File: config.mk
export PLATFORM = sky130hd
export DESIGN_NAME = seam_feather_blend
export DESIGN_NICKNAME = d
export VERILOG_FILES = /design/src/design/sfb_pkg.sv /design/src/design/sfb_front.sv /design/src/design/sfb_div.sv /design/src/design/sfb_mix.sv /design/src/design/seam_feather_blend.sv
export VERILOG_INCLUDE_DIRS = /design/src /design/src/design
export SDC_FILE = /design/constraint.sdc
export NUM_CORES = 2
export LEC_CHECK = 0
export BUFFER_PORTS_ARGS = -buffer_cell sky130_fd_sc_hd__buf_2
export CAP_MARGIN = 40
export CORE_ASPECT_RATIO = 0.8
export CORE_MARGIN = 1
export CORE_UTILIZATION = 64
export CTS_CLUSTER_DIAMETER = 30
export CTS_CLUSTER_SIZE = 40
export DETAILED_ROUTE_END_ITERATION = 16
export MAX_ROUTING_LAYER = met4
export PLACE_DENSITY_LB_ADDON = 0.05
export SYNTH_ARGS = -nofsm -noshare
export SYNTH_HDL_FRONTEND = slang
export SYNTH_SLANG_ARGS = --single-unit
File: constraint.sdc
create_clock -name clk -period 8 [get_ports clk]
set_clock_uncertainty 0.1 [all_clocks]
set_input_delay 1.2 -clock clk [delete_from_list [all_inputs] [get_ports clk]]
set_output_delay 1.2 -clock clk [all_outputs]
set_load 0.02 [all_outputs]
File: src/design/seam_feather_blend_assert.svh
// assertion macros shared by the seam blend design
`ifndef SEAM_FEATHER_BLEND_ASSERT_SVH
`define SEAM_FEATHER_BLEND_ASSERT_SVH

// condition implies consequence in the same cycle
`define SFB_ASSERT_NOW(lbl, clk_i, rstn_i, ante, cons) \
	lbl: assert property (@(posedge clk_i) disable iff (!(rstn_i)) (ante) |-> (cons)) \
		else $error("seam blend check failed");

// condition implies consequence in the next cycle
`define SFB_ASSERT_NEXT(lbl, clk_i, rstn_i, ante, cons) \
	lbl: assert property (@(posedge clk_i) disable iff (!(rstn_i)) (ante) |=> (cons)) \
		else $error("seam blend check failed");

`endif

File: src/design/sfb_pkg.sv
// types and constants of the seam blend pipeline
`default_nettype none
package sfb_pkg;

	localparam int COL_W  = 12;
	localparam int LW_W   = 13;
	localparam int CH_W   = 8;
	// remainder of the divider holds twice the largest span
	localparam int REM_W  = LW_W + 1;

	localparam logic [LW_W-1:0] LEFT_WIDTH_RST = 13'd4096;
	localparam logic [COL_W-1:0] OVERLAP_START_RST = 12'd0;

	// configuration register indexes
	localparam logic CFG_OVERLAP_START = 1'b0;
	localparam logic CFG_LEFT_WIDTH    = 1'b1;

	// per-pixel handling
	localparam logic [1:0] MODE_LEFT  = 2'd0;
	localparam logic [1:0] MODE_RIGHT = 2'd1;
	localparam logic [1:0] MODE_BLEND = 2'd2;
	localparam logic [1:0] MODE_FULL  = 2'd3;

	// channel 0 blue, 1 green, 2 red
	typedef struct packed {
		logic [2:0][CH_W-1:0] l;
		logic [2:0][CH_W-1:0] r;
	} pix_t;

	typedef struct packed {
		logic [1:0] mode;
		pix_t       pix;
	} item_t;

endpackage
`default_nettype wire

File: src/design/sfb_front.sv
// first stage: region decode and dividend of the left weight
`default_nettype none
module sfb_front (
	input  wire logic                      clk,
	input  wire logic                      arst_n,
	input  wire logic                      in_valid,
	output logic                           in_ready,
	input  wire logic [sfb_pkg::COL_W-1:0] column,
	input  wire sfb_pkg::pix_t             pix,
	input  wire logic [sfb_pkg::COL_W-1:0] overlap_start,
	input  wire logic [sfb_pkg::LW_W-1:0]  left_width,
	output logic                           out_valid,
	input  wire logic                      out_ready,
	output sfb_pkg::item_t                 out_item,
	output logic [sfb_pkg::LW_W-1:0]       out_num
);

	logic                     v_s1;
	sfb_pkg::item_t           item_s1;
	logic [sfb_pkg::LW_W-1:0] num_s1;
	logic [1:0]               mode;
	logic [sfb_pkg::LW_W-1:0] col_x;

	assign col_x    = {1'b0, column};
	assign in_ready = !v_s1 || out_ready;

	// region decode, right of the left image wins
	always_comb begin
		priority if (col_x >= left_width) begin
			mode = sfb_pkg::MODE_RIGHT;
		end else if (column < overlap_start) begin
			mode = sfb_pkg::MODE_LEFT;
		end else if (pix.r == '0) begin
			mode = sfb_pkg::MODE_FULL;
		end else begin
			mode = sfb_pkg::MODE_BLEND;
		end
	end

	// valid bit
	always_ff @(posedge clk or negedge arst_n) begin
		if (!arst_n) begin
			v_s1 <= 1'b0;
		end else if (in_ready) begin
			v_s1 <= in_valid;
		end
	end

	// payload
	always_ff @(posedge clk) begin
		if (in_ready && in_valid) begin
			item_s1.mode <= mode;
			item_s1.pix  <= pix;
			num_s1       <= left_width - col_x;
		end
	end

	assign out_valid = v_s1;
	assign out_item  = item_s1;
	assign out_num   = num_s1;

endmodule
`default_nettype wire

File: src/design/sfb_div.sv
// restoring divider, one quotient bit per pipeline stage
`default_nettype none
module sfb_div #(
	parameter int QW = 17
) (
	input  wire logic                     clk,
	input  wire logic                     arst_n,
	input  wire logic                     in_valid,
	output logic                          in_ready,
	input  wire sfb_pkg::item_t           in_item,
	input  wire logic [sfb_pkg::LW_W-1:0] in_num,
	input  wire logic [sfb_pkg::LW_W-1:0] span,
	output logic                          out_valid,
	input  wire logic                     out_ready,
	output sfb_pkg::item_t                out_item,
	output logic [QW-1:0]                 out_quo
);

	localparam int RW = sfb_pkg::REM_W;

	logic                 v_sk   [QW];
	logic                 rdy_sk [QW];
	logic [RW-1:0]        rem_sk [QW];
	logic [QW-1:0]        quo_sk [QW];
	sfb_pkg::item_t       item_sk[QW];
	logic [RW-1:0]        span_x;

	assign span_x   = {1'b0, span};
	assign in_ready = rdy_sk[0];

	genvar k;
	generate
		for (k = 0; k < QW; k++) begin : g_stage
			logic           v_in;
			logic [RW-1:0]  trial;
			logic [QW-1:0]  quo_in;
			sfb_pkg::item_t item_in;
			logic           ge;

			// stage inputs, first stage takes the dividend as is
			if (k == 0) begin : g_first
				assign v_in    = in_valid;
				assign trial   = {1'b0, in_num};
				assign quo_in  = '0;
				assign item_in = in_item;
			end else begin : g_next
				assign v_in    = v_sk[k-1];
				assign trial   = {rem_sk[k-1][RW-2:0], 1'b0};
				assign quo_in  = quo_sk[k-1];
				assign item_in = item_sk[k-1];
			end

			if (k == QW - 1) begin : g_last
				assign rdy_sk[k] = !v_sk[k] || out_ready;
			end else begin : g_mid
				assign rdy_sk[k] = !v_sk[k] || rdy_sk[k+1];
			end

			assign ge = trial >= span_x;

			// valid bit
			always_ff @(posedge clk or negedge arst_n) begin
				if (!arst_n) begin
					v_sk[k] <= 1'b0;
				end else if (rdy_sk[k]) begin
					v_sk[k] <= v_in;
				end
			end

			// trial subtract and quotient bit
			always_ff @(posedge clk) begin
				if (rdy_sk[k] && v_in) begin
					rem_sk[k]  <= ge ? (trial - span_x) : trial;
					quo_sk[k]  <= {quo_in[QW-2:0], ge};
					item_sk[k] <= item_in;
				end
			end
		end
	endgenerate

	assign out_valid = v_sk[QW-1];
	assign out_item  = item_sk[QW-1];
	assign out_quo   = quo_sk[QW-1];

endmodule
`default_nettype wire

File: src/design/sfb_mix.sv
// weight select, channel products and final sum with region select
`default_nettype none
module sfb_mix #(
	parameter int FRAC = 16
) (
	input  wire logic                           clk,
	input  wire logic                           arst_n,
	input  wire logic                           in_valid,
	output logic                                in_ready,
	input  wire sfb_pkg::item_t                 in_item,
	input  wire logic [FRAC:0]                  in_quo,
	output logic                                out_valid,
	input  wire logic                           out_ready,
	output logic [2:0][sfb_pkg::CH_W-1:0]       out_pix
);

	localparam int QW = FRAC + 1;
	localparam int PW = sfb_pkg::CH_W + QW;
	localparam logic [QW-1:0] ONE_W = QW'(1) << FRAC;

	logic                           v_s1, v_s2, v_s3;
	logic                           rdy_s1, rdy_s2, rdy_s3;
	sfb_pkg::item_t                 item_s1, item_s2;
	logic [QW-1:0]                  w_s1;
	logic [QW-1:0]                  w_inv;
	logic [2:0][PW-1:0]             pl_s2, pr_s2;
	logic [2:0][sfb_pkg::CH_W-1:0]  pix_s3;
	logic [2:0][sfb_pkg::CH_W-1:0]  mixed;

	assign rdy_s3   = !v_s3 || out_ready;
	assign rdy_s2   = !v_s2 || rdy_s3;
	assign rdy_s1   = !v_s1 || rdy_s2;
	assign in_ready = rdy_s1;
	assign w_inv    = ONE_W - w_s1;

	// valid bits
	always_ff @(posedge clk or negedge arst_n) begin
		if (!arst_n) begin
			v_s1 <= 1'b0;
			v_s2 <= 1'b0;
			v_s3 <= 1'b0;
		end else begin
			if (rdy_s1) begin
				v_s1 <= in_valid;
			end
			if (rdy_s2) begin
				v_s2 <= v_s1;
			end
			if (rdy_s3) begin
				v_s3 <= v_s2;
			end
		end
	end

	// weight, a black right pixel takes the full left weight
	always_ff @(posedge clk) begin
		if (rdy_s1 && in_valid) begin
			item_s1 <= in_item;
			w_s1    <= (in_item.mode == sfb_pkg::MODE_FULL) ? ONE_W : in_quo;
		end
	end

	// channel products
	always_ff @(posedge clk) begin
		if (rdy_s2 && v_s1) begin
			item_s2 <= item_s1;
			for (int c = 0; c < 3; c++) begin
				pl_s2[c] <= PW'(item_s1.pix.l[c]) * PW'(w_s1);
				pr_s2[c] <= PW'(item_s1.pix.r[c]) * PW'(w_inv);
			end
		end
	end

	// sum and drop the fraction
	always_comb begin
		for (int c = 0; c < 3; c++) begin
			mixed[c] = sfb_pkg::CH_W'((pl_s2[c] + pr_s2[c]) >> FRAC);
		end
	end

	// output word, region select
	always_ff @(posedge clk) begin
		if (rdy_s3 && v_s2) begin
			unique case (item_s2.mode)
				sfb_pkg::MODE_LEFT:  pix_s3 <= item_s2.pix.l;
				sfb_pkg::MODE_RIGHT: pix_s3 <= item_s2.pix.r;
				sfb_pkg::MODE_BLEND: pix_s3 <= mixed;
				sfb_pkg::MODE_FULL:  pix_s3 <= mixed;
			endcase
		end
	end

	assign out_valid = v_s3;
	assign out_pix   = pix_s3;

endmodule
`default_nettype wire

File: src/design/seam_feather_blend.sv
// path: an accepted pair passes the front stage, the divider stages and the mix stages to the result word
// throughput: one pixel pair per cycle while m_tready holds; the divider gives one weight bit per stage
// each stage holds its word under back-pressure, so the pipe fills its bubbles
// reset: arst_n clears all valid bits and sets overlap_start to 0, left_width to 4096
// no clearing pass; the block accepts words as soon as reset is released
`default_nettype none
`include "seam_feather_blend_assert.svh"
module seam_feather_blend #(
	parameter int WEIGHT_FRAC_BITS = 16
) (
	input  wire logic        clk,
	input  wire logic        arst_n,
	// pixel pair in
	input  wire logic        s_tvalid,
	output logic             s_tready,
	// column[11:0], left_b, left_g, left_r, right_b, right_g, right_r, zero pad[63:60]
	input  wire logic [63:0] s_tdata,
	// blended pixel out
	output logic             m_tvalid,
	input  wire logic        m_tready,
	// out_b[7:0], out_g[15:8], out_r[23:16]
	output logic [23:0]      m_tdata,
	// register writes
	input  wire logic        cfg_valid,
	output logic             cfg_ready,
	input  wire logic        cfg_index,
	input  wire logic [12:0] cfg_data
);

	localparam int QW = WEIGHT_FRAC_BITS + 1;

	logic [sfb_pkg::COL_W-1:0] overlap_start_q;
	logic [sfb_pkg::LW_W-1:0]  left_width_q;
	logic [sfb_pkg::LW_W-1:0]  span_q;

	logic [sfb_pkg::COL_W-1:0] column;
	logic [7:0]                left_b, left_g, left_r, right_b, right_g, right_r;
	logic [7:0]                out_b, out_g, out_r;
	sfb_pkg::pix_t             in_pix;

	logic                      fr_valid, fr_ready;
	sfb_pkg::item_t            fr_item;
	logic [sfb_pkg::LW_W-1:0]  fr_num;
	logic                      dv_valid, dv_ready;
	sfb_pkg::item_t            dv_item;
	logic [QW-1:0]             dv_quo;
	logic [2:0][7:0]           mx_pix;

	// field unpacking
	assign column  = s_tdata[11:0];
	assign left_b  = s_tdata[19:12];
	assign left_g  = s_tdata[27:20];
	assign left_r  = s_tdata[35:28];
	assign right_b = s_tdata[43:36];
	assign right_g = s_tdata[51:44];
	assign right_r = s_tdata[59:52];
	assign in_pix.l = {left_r, left_g, left_b};
	assign in_pix.r = {right_r, right_g, right_b};

	// configuration registers
	assign cfg_ready = 1'b1;
	always_ff @(posedge clk or negedge arst_n) begin
		if (!arst_n) begin
			overlap_start_q <= sfb_pkg::OVERLAP_START_RST;
			left_width_q    <= sfb_pkg::LEFT_WIDTH_RST;
		end else if (cfg_valid) begin
			unique case (cfg_index)
				sfb_pkg::CFG_OVERLAP_START: overlap_start_q <= cfg_data[11:0];
				sfb_pkg::CFG_LEFT_WIDTH:    left_width_q    <= cfg_data;
			endcase
		end
	end

	// overlap span, settled before any word reaches the divider
	always_ff @(posedge clk or negedge arst_n) begin
		if (!arst_n) begin
			span_q <= sfb_pkg::LEFT_WIDTH_RST;
		end else begin
			span_q <= left_width_q - {1'b0, overlap_start_q};
		end
	end

	sfb_front u_front (
		.clk           (clk),
		.arst_n        (arst_n),
		.in_valid      (s_tvalid),
		.in_ready      (s_tready),
		.column        (column),
		.pix           (in_pix),
		.overlap_start (overlap_start_q),
		.left_width    (left_width_q),
		.out_valid     (fr_valid),
		.out_ready     (fr_ready),
		.out_item      (fr_item),
		.out_num       (fr_num)
	);

	sfb_div #(
		.QW (QW)
	) u_div (
		.clk       (clk),
		.arst_n    (arst_n),
		.in_valid  (fr_valid),
		.in_ready  (fr_ready),
		.in_item   (fr_item),
		.in_num    (fr_num),
		.span      (span_q),
		.out_valid (dv_valid),
		.out_ready (dv_ready),
		.out_item  (dv_item),
		.out_quo   (dv_quo)
	);

	sfb_mix #(
		.FRAC (WEIGHT_FRAC_BITS)
	) u_mix (
		.clk       (clk),
		.arst_n    (arst_n),
		.in_valid  (dv_valid),
		.in_ready  (dv_ready),
		.in_item   (dv_item),
		.in_quo    (dv_quo),
		.out_valid (m_tvalid),
		.out_ready (m_tready),
		.out_pix   (mx_pix)
	);

	// result packing
	assign out_b   = mx_pix[0];
	assign out_g   = mx_pix[1];
	assign out_r   = mx_pix[2];
	assign m_tdata = {out_r, out_g, out_b};

	// an open output lets every stage move
	`SFB_ASSERT_NOW(a_ready_chain, clk, arst_n, m_tready, s_tready)
	// a blending word has a dividend within the span
	`SFB_ASSERT_NOW(a_num_range, clk, arst_n, fr_valid && fr_item.mode == sfb_pkg::MODE_BLEND,
		fr_num != '0 && fr_num <= span_q)
	// the divider never gives a weight above one
	`SFB_ASSERT_NOW(a_quo_range, clk, arst_n, dv_valid && dv_item.mode == sfb_pkg::MODE_BLEND,
		dv_quo <= (QW'(1) << WEIGHT_FRAC_BITS))

endmodule
`default_nettype wire
# --- Word-level counts from Yosys, hierarchy flattened ---
# Memories as Yosys holds them, arrays and structs flattened. A register that Yosys moved wholly into a read port is not among the register bits.
# Cells that the tools add are included.
# Widths: inputs -> output; s select.
word_totals:
  in_bits: 83
  memories: 3
  out_inout_bits: 27
  mem_bits_rw: 1377
  elab_cells: 235
  ff_bits: 390
classes:
  n_eq_ne: 4
  n_reduce_logical: 69
  muxes: 54
  order_cmp: 19
  n_addsub: 23
  multipliers: 6
  bitwise_logic: 1
mem_list:
  columns: ["memory", "words", "width", "rd", "rd_ports_with_merged_regs", "wr", "line_no", "text"]
  rows:
  - ["u_div.item_sk", 17, 50, 17, 0, 17, "sfb_div.sv:25", "sfb_pkg::item_t item_sk[QW];"]
  - ["u_div.quo_sk", 17, 17, 17, 1, 17, "sfb_div.sv:24", "logic [QW-1:0] quo_sk [QW];"]
  - ["u_div.rem_sk", 17, 14, 16, 0, 17, "sfb_div.sv:23", "logic [RW-1:0] rem_sk [QW];"]
op_table:
  columns: ["cell", "count"]
  rows:
  - ["$mux 14", 17]
  - ["$ge 14x13->1", 16]
  - ["$sub 14x13->14", 16]
  - ["$mul 8x17->24", 6]
  - ["$add 24x24->24", 3]
  - ["$pmux 24 s3", 1]
  - ["$mux 1", 36]
  - ["$sub 13x12->13", 2]
  - ["$logic_not 24->1", 1]
  - ["$logic_and 1x1->1", 21]
  - ["$logic_not 1->1", 21]
  - ["$logic_or 1x1->1", 21]
  - ["$sub 17x17->17 const A", 1]
  - ["$sub 13x13->14", 1]
  - ["$ge 12x13->1", 1]
  - ["$ge 13x13->1", 1]
  - ["$lt 12x12->1", 1]
  - ["$eq 2x2->1 const B", 3]
  - ["$reduce_and 2->1", 2]
  - ["$reduce_or 2->1", 2]
  - ["$eq 2x1->1 const B", 1]
  - ["$logic_not 2->1", 1]
  - ["$not 1->1", 1]

# --- Longest topological paths before layout ---
depth:
  depth_word: 24
  mapped_depth: 26
  ltp_nobuf: 23

# --- Hierarchy ---
# From an unflattened synthesis, not the netlist that was laid out.
hier_totals:
  cells_unflattened: 6802
  hier_area_um2: 89950.0
by_module_without_submodules:
  columns: ["mod", "area_each_um2", "instances", "cells_per_inst"]
  rows:
  - ["sfb_div", 48925.7, 1, 2870]
  - ["sfb_mix", 36153.4, 1, 3541]
  - ["sfb_front", 2927.8, 1, 207]
  - ["seam_feather_blend", 1943.1, 1, 184]

# --- Worst setup path before layout ---
# OpenSTA, ideal clock, no wires.
synth_path:
  path_kind: "in2reg"
  start: "input port m_tready"
  end: "memory u_div.item_sk[0][300] in the netlist's numbering (enable)"
  required_ns: 7.295
  cell_stages: 6
  arrival_ns: 6.929
  path_slack_ns: 0.366
  cell_sequence: "nand4b_1 -> inv_1 -> and3_1 -> nand3_1 -> nor3_1 -> a21boi_0"
synth_lines:
  columns: ["item", "line_no", "text"]
  rows:
  - ["start: declaration", "seam_feather_blend.sv:20", "input wire logic m_tready,"]
  - ["end: declaration", "sfb_div.sv:25", null]

# --- Final worst setup path ---
layout_path:
  start: "register u_mix.w_s1[11] (read register of u_div.quo_sk)"
  end: "register u_mix.pr_s2[48] in the netlist's numbering (data pin)"
layout_via:
  elab_chain_cells: 2
layout_rtl:
  columns: ["item", "line_no", "text"]
  rows:
  - ["start: declaration", "sfb_mix.sv:24", "logic [QW-1:0] w_s1;"]
  - ["$sub 17x17->17", "sfb_mix.sv:34", "assign w_inv = ONE_W - w_s1;"]
  - ["$mul 8x17->24", "sfb_mix.sv:69", "pr_s2[c] <= PW'(item_s1.pix.r[c]) * PW'(w_inv);"]
  - ["end signal: indexed assignment", "sfb_mix.sv:69", null]
  - ["end: declaration", "sfb_mix.sv:26", "logic [2:0][PW-1:0] pl_s2, pr_s2;"]
# No other way between the ends.
# A chain may end at the register's enable or synchronous reset.

==> impl_metrics.xml <==
<?xml version="1.0" encoding="UTF-8"?>
<metrics>
  <group name="timing">
    <metric name="setup_repair_after_global_routing_missed_its_margin" unit="">false</metric>
    <metric name="worst_slew_pin_slew" unit="ns">0.887</metric>
    <metric name="final_hold_viol_count" unit="">0</metric>
    <metric name="setup_slack" unit="ns">0.957</metric>
    <metric name="max-slew-margin-rel" unit="%">40.7</metric>
    <metric name="final.period_utilization" unit="%">88.0</metric>
    <metric name="final-max-slew-violation-count" unit="">0</metric>
    <metric name="max_clock_freq" unit="MHz">142</metric>
    <metric name="fin_crit" unit="ns">7.04</metric>
    <metric name="setup_viol" unit="">0</metric>
    <metric name="finalSetupTns" unit="ns">0</metric>
  </group>
  <group name="detailed_routing">
    <metric name="wl_met1" unit="microns">81100</metric>
    <metric name="dr.pass1.iters" unit="">5</metric>
    <metric name="wl" unit="microns">192000</metric>
    <metric name="wl_per_cell" unit="microns">21.2</metric>
    <metric name="initialDrtViolationCount" unit="">3836</metric>
    <metric name="vias" unit="">52400</metric>
    <metric name="highest-signal-layer" unit="">met4</metric>
    <metric name="routed-wl-met3" unit="microns">12400</metric>
    <metric name="postRouteAntennaNets" unit="">0</metric>
    <metric name="drcViolationCount" unit="">0</metric>
    <metric name="routed-wl-met2" unit="microns">92100</metric>
    <metric name="viasPerCell" unit="">5.80</metric>
  </group>
  <group name="floorplanning">
    <metric name="boundaryPins" unit="">110</metric>
    <metric name="num_rows" unit="">122</metric>
    <metric name="fp.coreArea" unit="sq um">138000</metric>
    <metric name="chipHeight" unit="microns">336</metric>
    <metric name="floorplan.die.width" unit="microns">419</metric>
    <metric name="die-area" unit="sq um">141000</metric>
    <metric name="initial_core_util" unit="%">64.5</metric>
  </group>
  <group name="setup_path">
    <metric name="cpLargestDelayFamily" unit="">adder cells</metric>
    <metric name="cpMaxStageDelayCell" unit="">sky130_fd_sc_hd__nor4_1</metric>
    <metric name="critical_path_required" unit="ns">8.47</metric>
    <metric name="cp_num_buf_inv" unit="">3</metric>
    <metric name="cpPeakStageDelay" unit="ns">0.81</metric>
    <metric name="worst_path_arrival" unit="ns">7.52</metric>
    <metric name="worst_setup_path_start_kind" unit="">flop</metric>
    <metric name="type_of_the_worst_setup_path" unit="">flop to flop</metric>
    <metric name="cpMostUsedCell" unit="">sky130_fd_sc_hd__fa_1</metric>
    <metric name="critical_path.max_fanout" unit="">13</metric>
    <metric name="crit_path_cell_trace" unit="">nor4_1, nor2b_1, nand3_1, xor2_1, buf_4, and2_1, fa_1, fa_1, fa_1, inv_1, fa_1, inv_1, ha_1, nor2b_1, o21ai_0, nand2b_1, nor3_1, o21ai_0, a31o_2, a21oi_1, xnor2_1</metric>
    <metric name="cp-end-kind" unit="">flop</metric>
  </group>
  <group name="synthesis">
    <metric name="synth_async_sr_flop_share" unit="%">3.65</metric>
    <metric name="post_synth_inst_count" unit="">6637</metric>
    <metric name="yosysSeqAreaShare" unit="%">54.2</metric>
    <metric name="mappedNetlistArea" unit="sq um">89000</metric>
    <metric name="synth_edf_count" unit="">1559</metric>
    <metric name="synth_top_flop_cell" unit="">sky130_fd_sc_hd__edfxtp_1</metric>
    <metric name="post_synth_num_cell_types" unit="">95</metric>
    <metric name="synth_seq_cells" unit="">1618</metric>
    <metric name="syn_nets" unit="">7852</metric>
    <metric name="syn_area_per_cell" unit="sq um">13.4</metric>
    <metric name="total_number_of_yosys_warnings" unit="">0</metric>
  </group>
  <group name="cts">
    <metric name="clock_tree.root_cell" unit="">sky130_fd_sc_hd__clkbuf_16</metric>
    <metric name="tritoncts" unit="">done</metric>
    <metric name="post_cts_hold_buffer_count" unit="">0</metric>
    <metric name="cts-root-to-sink-buffers" unit="">4</metric>
    <metric name="h-tree-depth" unit="">5</metric>
    <metric name="post-cts-setup-buffers" unit="">0</metric>
    <metric name="cts_made_buffers" unit="">284</metric>
    <metric name="post_cts_resize_count" unit="">0</metric>
    <metric name="clk_sinks" unit="">1618</metric>
    <metric name="worst_skew_pair.late_latency" unit="ns">0.92</metric>
    <metric name="cts.clk_slew.worst_paths" unit="ns">0.06</metric>
  </group>
  <group name="placement">
    <metric name="dp.final_hpwl" unit="microns">122000</metric>
    <metric name="gp_routability_congestion" unit="">0.894</metric>
    <metric name="preCtsSetupSlack" unit="ns">1.08</metric>
    <metric name="portBuffers" unit="">104</metric>
    <metric name="post_dp_cell_area" unit="sq um">92400</metric>
  </group>
  <group name="global_routing">
    <metric name="first_global_vias" unit="">54800</metric>
    <metric name="grt_util_all_layers" unit="%">28.9</metric>
    <metric name="grt_max_degree" unit="">69</metric>
    <metric name="number_of_antenna_violations_at_the_first_check_in_global_routing" unit="">6</metric>
    <metric name="grt_overflow_total" unit="">0</metric>
    <metric name="wire_length_of_the_first_global_routing_pass" unit="microns">302000</metric>
  </group>
  <group name="hold_path">
    <metric name="hold_path.class" unit="">flop to flop</metric>
  </group>
  <group name="final_layout">
    <metric name="final-seq-area" unit="sq um">48300</metric>
    <metric name="post_route_cells_drive_above_1_share" unit="%">12.1</metric>
    <metric name="design.final.nets" unit="">8179</metric>
    <metric name="postLayoutCellArea" unit="sq um">102000</metric>
    <metric name="n_fill_cell" unit="">8541</metric>
    <metric name="multi_input_area" unit="sq um">37700</metric>
    <metric name="area_growth_from_synthesis_to_layout" unit="%">14.3</metric>
  </group>
  <group name="run_status">
    <metric name="run_status" unit="">finished clean</metric>
  </group>
  <group name="job">
    <metric name="cap_violations" unit="">0</metric>
  </group>
</metrics>
[logic make-up after synthesis]
| kind of cell | share of synthesized area (%) |
|---|---|
| buf+inv | 3.59 |
| fa+ha+maj | 20.6 |
| other cells | 0.00421 |
| flops | 54.2 |
| mux | 2.36 |
| xor+xnor | 3.32 |
| simple gates | 10.1 |
| compound gates | 5.84 |
[cell usage after synthesis (all sizes together) (24+ instances only)]
master  number  share of area, %
o21bai      24              0.20
nor2       258               1.1
buf         31              0.21
or3         26              0.18
clkbuf     145              0.61
nand2      480               2.0
nand3       69              0.39
a211oi      46              0.47
dfrtp       57               1.6
a21oi      250               1.4
xnor2      240               2.4
nand2b      49              0.34
o21a        59              0.50
and2       566               4.0
o21ai      156              0.89
a21o        79              0.67
inv        658               2.8
fa         552                12
xor2        95              0.93
mux2       152               2.0
nor4        25              0.19
nand4       48              0.34
nor3        90              0.51
mux2i       36              0.40
nor2b       76              0.53
edfxtp    1559                53
ha         580               8.1
[metrics by stage]
step                      utilization [%]  cells  hold WS (ns)
final                                73.7   9034         0.288
after global routing                 73.6   9031         0.293
after CTS                            73.6   9029         0.280
after detailed placement             66.9   8537         0.305
after global placement               66.6   8518         0.300
after floorplan                         -   6637         0.300
[area by class of cell]
| class | count | share of cell area [%] |
|---|---|---|
| multi-input combinational | 4185 | 37.0 |
| sequential | 1618 | 47.5 |
| antenna | 4 | 0.00984 |
| clock buffer | 323 | 7.33 |
| tap | 1860 | 2.29 |
| timing repair buffer | 217 | 1.63 |
| clock inverter | 169 | 1.83 |
| inverter | 658 | 2.43 |
[metal layers]
layer	global-route usage [%]	vias to the layer above
met5	-	-
met4	10.7	0
met3	4.36	410
met2	45.8	1818
met1	38.1	26200
li1	-	23900
[state kept, by name, indices dropped and copies added (netlist names), 12 cells and up]
name,cells
u_div.item_sk,850
u_div.rem_sk,208
u_div.quo_sk,153
u_mix.pl_s2,72
u_mix.pr_s2,72
u_front.out_item,50
u_mix.item_s1,50
u_mix.item_s2,50
u_mix.out_pix,24
u_mix.w_s1,17
u_div.g_stage.v_in,16
left_width_q,13
span_q,13
u_front.out_num,13
overlap_start_q,12
[final timing paths]
kind                                               from  slack (ns)                              to  cells past startpoint
hold reg to reg            u_div.quo_sk[8][2]$_DFFE_PP_        0.29    u_div.quo_sk[9][3]$_DFFE_PP_                      0
setup reg to reg           u_mix.w_s1[11]$_SDFFCE_PN0P_        0.96       u_mix.pr_s2[48]$_DFFE_PP_                     21
setup / recovery           u_mix.w_s1[11]$_SDFFCE_PN0P_        0.96       u_mix.pr_s2[48]$_DFFE_PP_                     21
max in group asynchronous                        arst_n        6.82             span_q[0]$_DFF_PN0_                      2
min in group asynchronous                        arst_n        0.40  overlap_start_q[9]$_DFFE_PN0P_                      2
hold / removal             u_div.quo_sk[8][2]$_DFFE_PP_        0.29    u_div.quo_sk[9][3]$_DFFE_PP_                      0
[cell usage in the layout (no fill, tap or decap), drive strengths merged, types with 59 or more instances in the layout]
cell and instances:
a21o 79, a21oi 250, and2 566, buf 216
clkbuf 323, clkinv 89, edfxtp 1559, fa 552
ha 580, inv 700, mux2 152, nand2 480
nand3 69, nor2 258, nor2b 76, nor3 90
o21a 59, o21ai 156, xnor2 240, xor2 95
Power is not shown: default switching activity piles up to over one toggle a cycle in this logic, so the estimate is an artifact.
